[config.mk]
export PLATFORM = sky130hd
export DESIGN_NAME = digit_alu_with_spill_shift
export DESIGN_NICKNAME = d
export VERILOG_FILES = /design/src/rtl/dalu_pkg.sv /design/src/rtl/digit_alu_with_spill_shift.sv
export SDC_FILE = /design/constraint.sdc
export NUM_CORES = 1
export LEC_CHECK = 0
export BUFFER_PORTS_ARGS = -buffer_cell sky130_fd_sc_hd__buf_4
export CORE_UTILIZATION = 56
export DETAILED_ROUTE_END_ITERATION = 7
export GPL_TIMING_DRIVEN = 0
export HOLD_SLACK_MARGIN = 0.03
export PLACE_DENSITY = 0.78
export SLEW_MARGIN = 10
export SYNTH_ARGS = -nofsm -noshare
export SYNTH_HDL_FRONTEND = slang
export SYNTH_SLANG_ARGS = --single-unit
[constraint.sdc]
create_clock -name clock -period 7.5 [get_ports clock]
set_input_delay 0.75 -clock clock [delete_from_list [all_inputs] [get_ports clock]]
set_output_delay 0.75 -clock clock [all_outputs]
set_load 0.01 [all_outputs]
[src/rtl/dalu_pkg.sv]
package dalu_pkg;

   localparam int DIGIT_WIDTH = 8;
   localparam int COUNT_WIDTH = $clog2(DIGIT_WIDTH);
   localparam int HALF_STEPS  = DIGIT_WIDTH / 2;

   typedef logic [DIGIT_WIDTH-1:0] digit_type;
   typedef logic [3:0]             op_type;
   typedef logic [2:0]             status_type;

   localparam op_type OP_AND = 4'd0;
   localparam op_type OP_OR  = 4'd1;
   localparam op_type OP_NOT = 4'd2;
   localparam op_type OP_NEG = 4'd3;
   localparam op_type OP_CMP = 4'd4;
   localparam op_type OP_ADD = 4'd5;
   localparam op_type OP_INC = 4'd6;
   localparam op_type OP_SUB = 4'd7;
   localparam op_type OP_MUL = 4'd8;
   localparam op_type OP_DIV = 4'd9;
   localparam op_type OP_MOD = 4'd10;
   localparam op_type OP_SHL = 4'd11;
   localparam op_type OP_SHR = 4'd12;
   localparam op_type OP_ASR = 4'd13;

   localparam status_type ST_OK        = 3'd0;
   localparam status_type ST_CARRY     = 3'd1;
   localparam status_type ST_BORROW    = 3'd2;
   localparam status_type ST_DIV_ZERO  = 3'd3;
   localparam status_type ST_MOD_ZERO  = 3'd4;
   localparam status_type ST_SHIFT_BIG = 3'd5;
   localparam status_type ST_ONE_WORD  = 3'd6;
   localparam status_type ST_TWO_WORD  = 3'd7;

   localparam logic signed [1:0] ORD_LESS    = -2'sd1;
   localparam logic signed [1:0] ORD_EQUAL   = 2'sd0;
   localparam logic signed [1:0] ORD_GREATER = 2'sd1;

endpackage

[src/rtl/digit_alu_with_spill_shift.sv]
// Eight-bit digit ALU: logic, add/inc/sub, 8x8 multiply, divide/modulus and
// spill/fill shifts. One beat is taken every cycle (busy never rises). Its
// result passes the stage 1, stage 2 and output registers and is driven on
// the rsp_ ports, marked by rsp_strobe for one cycle; results leave in order.
// The receiver cannot stall. The pipeline depth is set by the restoring
// divider, four quotient bits in each of the first two stages, then the
// output register.
module digit_alu_with_spill_shift (
   input  logic                          clock,
   input  logic                          reset,
   input  logic                          start,
   output logic                          busy,
   input  dalu_pkg::op_type              req_op,
   input  dalu_pkg::digit_type           req_operand_a,
   input  dalu_pkg::digit_type           req_operand_b,
   input  logic [7:0]                    req_shift_count,
   input  dalu_pkg::digit_type           req_spill_in,
   input  dalu_pkg::digit_type           req_fill_in,
   output logic                          rsp_strobe,
   output dalu_pkg::digit_type           rsp_result_low,
   output dalu_pkg::digit_type           rsp_result_high,
   output dalu_pkg::digit_type           rsp_fill_out,
   output logic signed [1:0]             rsp_order,
   output logic                          rsp_a_is_zero,
   output dalu_pkg::status_type          rsp_status
);

   localparam int DW = dalu_pkg::DIGIT_WIDTH;
   localparam int HS = dalu_pkg::HALF_STEPS;

   // stage 1
   logic                    s1_valid_ff, s1_valid_in;
   dalu_pkg::op_type        s1_op_ff;
   dalu_pkg::digit_type     s1_lo_ff, s1_lo_in;
   dalu_pkg::digit_type     s1_hi_ff, s1_hi_in;
   dalu_pkg::digit_type     s1_fo_ff, s1_fo_in;
   dalu_pkg::status_type    s1_st_ff, s1_st_in;
   logic signed [1:0]       s1_ord_ff, s1_ord_in;
   logic                    s1_az_ff;
   logic                    s1_bz_ff;
   dalu_pkg::digit_type     s1_b_ff;
   dalu_pkg::digit_type     s1_rem_ff, s1_rem_in;
   logic [HS-1:0]           s1_qh_ff, s1_qh_in;
   logic [HS-1:0]           s1_alo_ff;

   // stage 2
   logic                    s2_valid_ff;
   dalu_pkg::digit_type     s2_lo_ff, s2_lo_in;
   dalu_pkg::digit_type     s2_hi_ff, s2_hi_in;
   dalu_pkg::digit_type     s2_fo_ff;
   dalu_pkg::status_type    s2_st_ff, s2_st_in;
   logic signed [1:0]       s2_ord_ff;
   logic                    s2_az_ff;

   // stage 3 (output)
   logic                    s3_valid_ff;
   dalu_pkg::digit_type     s3_lo_ff, s3_hi_ff, s3_fo_ff;
   dalu_pkg::status_type    s3_st_ff;
   logic signed [1:0]       s3_ord_ff;
   logic                    s3_az_ff;

   assign busy        = 1'b0;
   assign s1_valid_in = start & ~busy;

   // stage 1: everything but the second half of the divider
   always_comb begin
      logic [DW:0]             sum;
      logic [2*DW-1:0]         prod;
      logic [2*DW-1:0]         sh_lo, sh_hi, sh_fo;
      logic [dalu_pkg::COUNT_WIDTH-1:0] cnt;
      logic                    big;
      dalu_pkg::digit_type     fill;
      logic [DW:0]             trial;
      dalu_pkg::digit_type     rem;

      sum   = '0;
      prod  = '0;
      sh_lo = '0;
      sh_hi = '0;
      sh_fo = '0;
      cnt   = req_shift_count[dalu_pkg::COUNT_WIDTH-1:0];
      big   = req_shift_count > 8'(DW - 1);
      fill  = req_fill_in;
      s1_lo_in = '0;
      s1_hi_in = '0;
      s1_fo_in = '0;
      s1_st_in = dalu_pkg::ST_OK;

      if (req_operand_a < req_operand_b) begin
         s1_ord_in = dalu_pkg::ORD_LESS;
      end else if (req_operand_a > req_operand_b) begin
         s1_ord_in = dalu_pkg::ORD_GREATER;
      end else begin
         s1_ord_in = dalu_pkg::ORD_EQUAL;
      end

      case (req_op)
         dalu_pkg::OP_AND: begin
            s1_lo_in = req_operand_a & req_operand_b;
         end
         dalu_pkg::OP_OR: begin
            s1_lo_in = req_operand_a | req_operand_b;
         end
         dalu_pkg::OP_NOT: begin
            s1_lo_in = ~req_operand_a;
         end
         dalu_pkg::OP_NEG: begin
            s1_lo_in = -req_operand_a;
         end
         dalu_pkg::OP_ADD: begin
            sum      = {1'b0, req_operand_a} + {1'b0, req_operand_b};
            s1_lo_in = sum[DW-1:0];
            if (sum[DW]) begin
               s1_st_in = dalu_pkg::ST_CARRY;
            end
         end
         dalu_pkg::OP_INC: begin
            s1_lo_in = req_operand_a + dalu_pkg::digit_type'(1);
            if (&req_operand_a) begin
               s1_st_in = dalu_pkg::ST_CARRY;
            end
         end
         dalu_pkg::OP_SUB: begin
            s1_lo_in = req_operand_a - req_operand_b;
            if (req_operand_b > req_operand_a) begin
               s1_st_in = dalu_pkg::ST_BORROW;
            end
         end
         dalu_pkg::OP_MUL: begin
            prod     = {{DW{1'b0}}, req_operand_a} * {{DW{1'b0}}, req_operand_b};
            s1_lo_in = prod[DW-1:0];
            s1_hi_in = prod[2*DW-1:DW];
            s1_st_in = (prod[2*DW-1:DW] == '0) ? dalu_pkg::ST_ONE_WORD
                                               : dalu_pkg::ST_TWO_WORD;
         end
         dalu_pkg::OP_SHL, dalu_pkg::OP_SHR, dalu_pkg::OP_ASR: begin
            if (req_op == dalu_pkg::OP_ASR) begin
               fill = {DW{req_operand_a[DW-1]}};
            end
            if (big) begin
               s1_st_in = dalu_pkg::ST_SHIFT_BIG;
               s1_lo_in = req_operand_a;
               s1_hi_in = req_spill_in;
               s1_fo_in = (req_op == dalu_pkg::OP_ASR) ? '0 : req_fill_in;
            end else if (req_op == dalu_pkg::OP_SHL) begin
               sh_lo    = {req_operand_a, fill} << cnt;
               sh_hi    = {req_spill_in, req_operand_a} << cnt;
               sh_fo    = {{DW{1'b0}}, fill} << cnt;
               s1_lo_in = sh_lo[2*DW-1:DW];
               s1_hi_in = sh_hi[2*DW-1:DW];
               s1_fo_in = sh_fo[2*DW-1:DW];
            end else begin
               sh_lo    = {fill, req_operand_a} >> cnt;
               sh_hi    = {req_operand_a, req_spill_in} >> cnt;
               sh_fo    = {fill, {DW{1'b0}}} >> cnt;
               s1_lo_in = sh_lo[DW-1:0];
               s1_hi_in = sh_hi[DW-1:0];
               s1_fo_in = (req_op == dalu_pkg::OP_ASR) ? '0 : sh_fo[DW-1:0];
            end
         end
         default: begin
         end
      endcase

      // divider, upper quotient bits
      rem = '0;
      for (int i = 0; i < HS; i++) begin
         trial = {rem, req_operand_a[DW-1-i]};
         if (trial >= {1'b0, req_operand_b}) begin
            trial = trial - {1'b0, req_operand_b};
            s1_qh_in[HS-1-i] = 1'b1;
         end else begin
            s1_qh_in[HS-1-i] = 1'b0;
         end
         rem = trial[DW-1:0];
      end
      s1_rem_in = rem;
   end

   always_ff @(posedge clock) begin
      if (reset) begin
         s1_valid_ff <= 1'b0;
      end else begin
         s1_valid_ff <= s1_valid_in;
      end
      s1_op_ff  <= req_op;
      s1_lo_ff  <= s1_lo_in;
      s1_hi_ff  <= s1_hi_in;
      s1_fo_ff  <= s1_fo_in;
      s1_st_ff  <= s1_st_in;
      s1_ord_ff <= s1_ord_in;
      s1_az_ff  <= (req_operand_a == '0);
      s1_bz_ff  <= (req_operand_b == '0);
      s1_b_ff   <= req_operand_b;
      s1_rem_ff <= s1_rem_in;
      s1_qh_ff  <= s1_qh_in;
      s1_alo_ff <= req_operand_a[HS-1:0];
   end

   // stage 2: lower quotient bits and merge
   always_comb begin
      logic [DW:0]         trial;
      dalu_pkg::digit_type rem;
      logic [HS-1:0]       ql;

      rem = s1_rem_ff;
      ql  = '0;
      for (int i = 0; i < HS; i++) begin
         trial = {rem, s1_alo_ff[HS-1-i]};
         if (trial >= {1'b0, s1_b_ff}) begin
            trial = trial - {1'b0, s1_b_ff};
            ql[HS-1-i] = 1'b1;
         end
         rem = trial[DW-1:0];
      end

      s2_lo_in = s1_lo_ff;
      s2_hi_in = s1_hi_ff;
      s2_st_in = s1_st_ff;
      case (s1_op_ff)
         dalu_pkg::OP_DIV: begin
            if (s1_bz_ff) begin
               s2_st_in = dalu_pkg::ST_DIV_ZERO;
            end else begin
               s2_lo_in = {s1_qh_ff, ql};
               s2_hi_in = rem;
            end
         end
         dalu_pkg::OP_MOD: begin
            if (s1_bz_ff) begin
               s2_st_in = dalu_pkg::ST_MOD_ZERO;
            end else begin
               s2_lo_in = rem;
            end
         end
         default: begin
         end
      endcase
   end

   always_ff @(posedge clock) begin
      if (reset) begin
         s2_valid_ff <= 1'b0;
         s3_valid_ff <= 1'b0;
      end else begin
         s2_valid_ff <= s1_valid_ff;
         s3_valid_ff <= s2_valid_ff;
      end
      s2_lo_ff  <= s2_lo_in;
      s2_hi_ff  <= s2_hi_in;
      s2_fo_ff  <= s1_fo_ff;
      s2_st_ff  <= s2_st_in;
      s2_ord_ff <= s1_ord_ff;
      s2_az_ff  <= s1_az_ff;
      s3_lo_ff  <= s2_lo_ff;
      s3_hi_ff  <= s2_hi_ff;
      s3_fo_ff  <= s2_fo_ff;
      s3_st_ff  <= s2_st_ff;
      s3_ord_ff <= s2_ord_ff;
      s3_az_ff  <= s2_az_ff;
   end

   assign rsp_strobe      = s3_valid_ff;
   assign rsp_result_low  = s3_lo_ff;
   assign rsp_result_high = s3_hi_ff;
   assign rsp_fill_out    = s3_fo_ff;
   assign rsp_order       = s3_ord_ff;
   assign rsp_a_is_zero   = s3_az_ff;
   assign rsp_status      = s3_st_ff;

endmodule

==> impl_metrics.ini <==
[place]
preCtsSetupSlack_ns = -1.21
dp.final_hpwl_um = 25900
io_buffers = 75
gp_congestion = 0.986
place_area_sq_mm = 0.0119

[clock_network]
root_buffer = clkbuf_16
clk_latency_ns = 0.42
clk_pin_slew_ns = 0.07
htreeDepth = 4
numCtsBuffers = 17
clockBufferDepth = 2
tritoncts = yes
clock-sinks = 122
holdBufCountCts = 0

[cells_and_area]
drive_above_1_share_pct = 21.6
finish.utilization_pct = 72.9
final_cell_area_sq_mm = 0.0138
fill_cells = 1384
num-nets-final = 1749
layout-area-overhead-vs-synth_pct = 26.6

[floorplanning]
num_rows = 50
die_h_um = 141
dieArea_sq_mm = 0.0200
die_x_um = 141
io-pin-count = 79
start_util_pct = 57.6
placeableCoreArea_sq_mm = 0.0189

[timing]
hold_viol_final = 0
layout_min_cycle_time_ns = 9.05
whs_ns = 0.312
rsz0062_at_grt = yes
setup_slack_ns = -1.55
slew_violations = 0
setup_violations = 16
timing.fmax_mhz = 111
fin_skew_ns = 0.0146
tightest_slew_ns = 1.01
finalCritPeriodShare_pct = 121
relSlewSlack_pct = 30.8

[routing]
num_vias = 11900
routed_wirelength_um = 42800
dr.first_iter.drc_count = 1268
avgViaCountPerCell = 6.58
first_pass_iters = 6
wl_per_cell_um = 23.7
post-route-drc-count = 0
ant_nets = 0

[global_routing]
antenna_found_initial = 5
grt_usage_pct = 38.0
grt_pass1_vias = 11100
grt_max_degree = 18
grt_pass1_wl_um = 58700
grt-ovfl-total = 0

[logic_synthesis]
synth_largest_area_cell = dfxtp_1
ys_warn_count = 0
synth_edf_count = 0
synth.top_cell.area_share_pct = 22.4
syn_avg_cell_area_sq_um = 7.95
syn_area_sq_mm = 0.0109
ys_ff_latch = 122
synth-async-reset-ratio_pct = 0
synth_ff_type = dfxtp_1
synth_nets = 1585
yosysSeqAreaShare_pct = 22.4
syn-instance-count = 1369
synthTopCellsByArea = dfxtp_1 (22%), ha_1 (14%), fa_1 (8.3%), a21oi_1 (5.7%), nor2_1 (5.6%)
ys_types = 70

[worst_hold_path]
min-delay-start = s2_lo_ff[4]
worstHoldPathType = flip-flop to flip-flop
hold_depth = 0

[power_and_ir_drop]
p_leak_nw = 6.20
power.density_mw_per_mm2 = 386
ir_worst_vdd_mv = 0.454
p_total_mw = 5.32

[critical_path]
r2r-start = s1_alo_ff[3]
worst_path_max_delay_cell = mux2i_1
arrival_ns = 9.35
cp_max_fo = 5
critPathLaunch = s1_alo_ff[3]
max_stage_delay_ns = 0.79
required_ns = 7.80
rrSetupSlack_ns = -1.55
reg2reg_depth = 41
worstSetupEndpointType = flip-flop
start_kind = flip-flop
setup.worst_path.class = flip-flop to flip-flop

[run_status]
violations = negative setup slack
status = finished, violations left

[flow_run]
drv_cap = 0
-- cell usage after synthesis (all sizes together) (3+ instances only) --
library cell	n
nor2	161
dfxtp	122
inv	115
o21bai	12
and2	6
xor2	17
a21oi	124
xnor2	25
or3	7
or2	4
nor3	20
buf	9
a21boi	7
a21o	22
clkbuf	50
nand4	19
nor2b	23
fa	45
a2111oi	3
o21a	12
and3	6
o221ai	7
nand2b	16
a211oi	19
nand2	115
o21ai	96
a221oi	8
o31ai	5
o211ai	11
ha	124
mux2i	23
or4	3
o22ai	9
nor4	5
nand3	26
a31oi	13
a311o	4
a221o	3
o311ai	12
o2111ai	3
o211a	3
mux2	27
-- worst max-delay path: cells and delay by family (launching register included) --
family                   cells  cell delay [ns]
AO/OA/AOI/OAI               18             3.44
multiplexers                 4             1.69
adder cells (fa/ha/maj)      5             1.34
buffers and inverters        8             1.33
AND/OR/NAND/NOR              5             0.69
flip-flops                   1             0.33
XOR/XNOR                     1             0.09
-- layer usage --
metal	GRT usage (%)	vias up	routed length [um]
li1	-	5166	-
met1	46.8	5525	15700
met2	60.7	899	18800
met3	9.75	292	5230
met4	21.6	6	3020
met5	0	-	103
-- final cells by class --
class                      instances  area (sq um)  share of cell area, %
clock buffer                      18           429                   3.11
antenna                            2          5.00                 0.0363
clock inverter                    14           160                   1.16
timing repair buffer             146          1140                   8.27
buffer                            57           272                   1.97
inverter                         117           454                   3.30
sequential                       122          2460                   17.8
tap                              260           325                   2.36
multi-input combinational       1072          8540                   62.0
-- worst paths after layout --
kind / end
setup / recovery: s2_lo_ff[5]
hold / removal: rsp_result_low[4]
setup reg to reg: s2_lo_ff[5]
hold reg to reg: rsp_result_low[4]
-- kinds of logic (layout without fill, tap and decap cells) --
group                      after synthesis  count (layout)  share of synthesized area, %
and+or+nand+nor                        417             417                          17.2
DFF                                    122             122                          22.4
buffers and inverters                  176             352                          6.25
other                                    1               3                        0.0344
AOI/OAI and AO/OA                      390             391                          22.6
xor gates and xnor gates                42              42                          3.38
adders and majority gates              169             169                          22.5
muxes                                   52              52                          5.56
-- repair_timing --
action                                  in CTS  in global routing
endpoints found under the setup margin      25                 25
setup buffers                               46                 24
resized for setup                           84                 66
gates cloned                                 1                  1
pin swaps                                   38                 47
-- power breakdown --
part           switching [mW]  total [mW]  internal [mW]
registers              0.0468       0.793          0.746
clock network           0.318       0.816          0.498
logic                    2.10        3.71           1.61
-- stage by stage --
stage / setup TNS [ns] / cells
2_1_floorplan: 0 / 1369
3_3_place_gp: -22.17 / 1704
3_5_place_dp: -24.90 / 1704
4_1_cts: 0 / 1782
5_1_grt: -24.12 / 1806
6_report: -22.45 / 1808
-- placed cells by master (no fill, tap or decap), drive strengths merged, types with 23 or more instances in the layout --
master | synthesis | layout
a21oi | 124 | 124
buf | 9 | 155
clkbuf | 50 | 66
dfxtp | 122 | 122
fa | 45 | 45
ha | 124 | 124
inv | 115 | 123
mux2 | 27 | 27
mux2i | 23 | 23
nand2 | 115 | 115
nand3 | 26 | 26
nor2 | 161 | 161
nor2b | 23 | 23
o21ai | 96 | 96
xnor2 | 25 | 25
-- sequential cells by signal, summed over array words and instances (netlist names), 4 cells and up --
| name | count |
|---|---|
| s2_lo_ff | 8 |
| s2_hi_ff | 8 |
| s1_fo_ff | 8 |
| rsp_result_high | 8 |
| s1_rem_ff | 8 |
| s2_fo_ff | 8 |
| s1_op_ff | 4 |
| rsp_fill_out | 8 |
| s1_alo_ff | 4 |
| s1_qh_ff | 4 |
| s1_hi_ff | 8 |
| s1_b_ff | 8 |
| s1_lo_ff | 8 |
| rsp_result_low | 8 |
(Power assumes the default switching activity.)
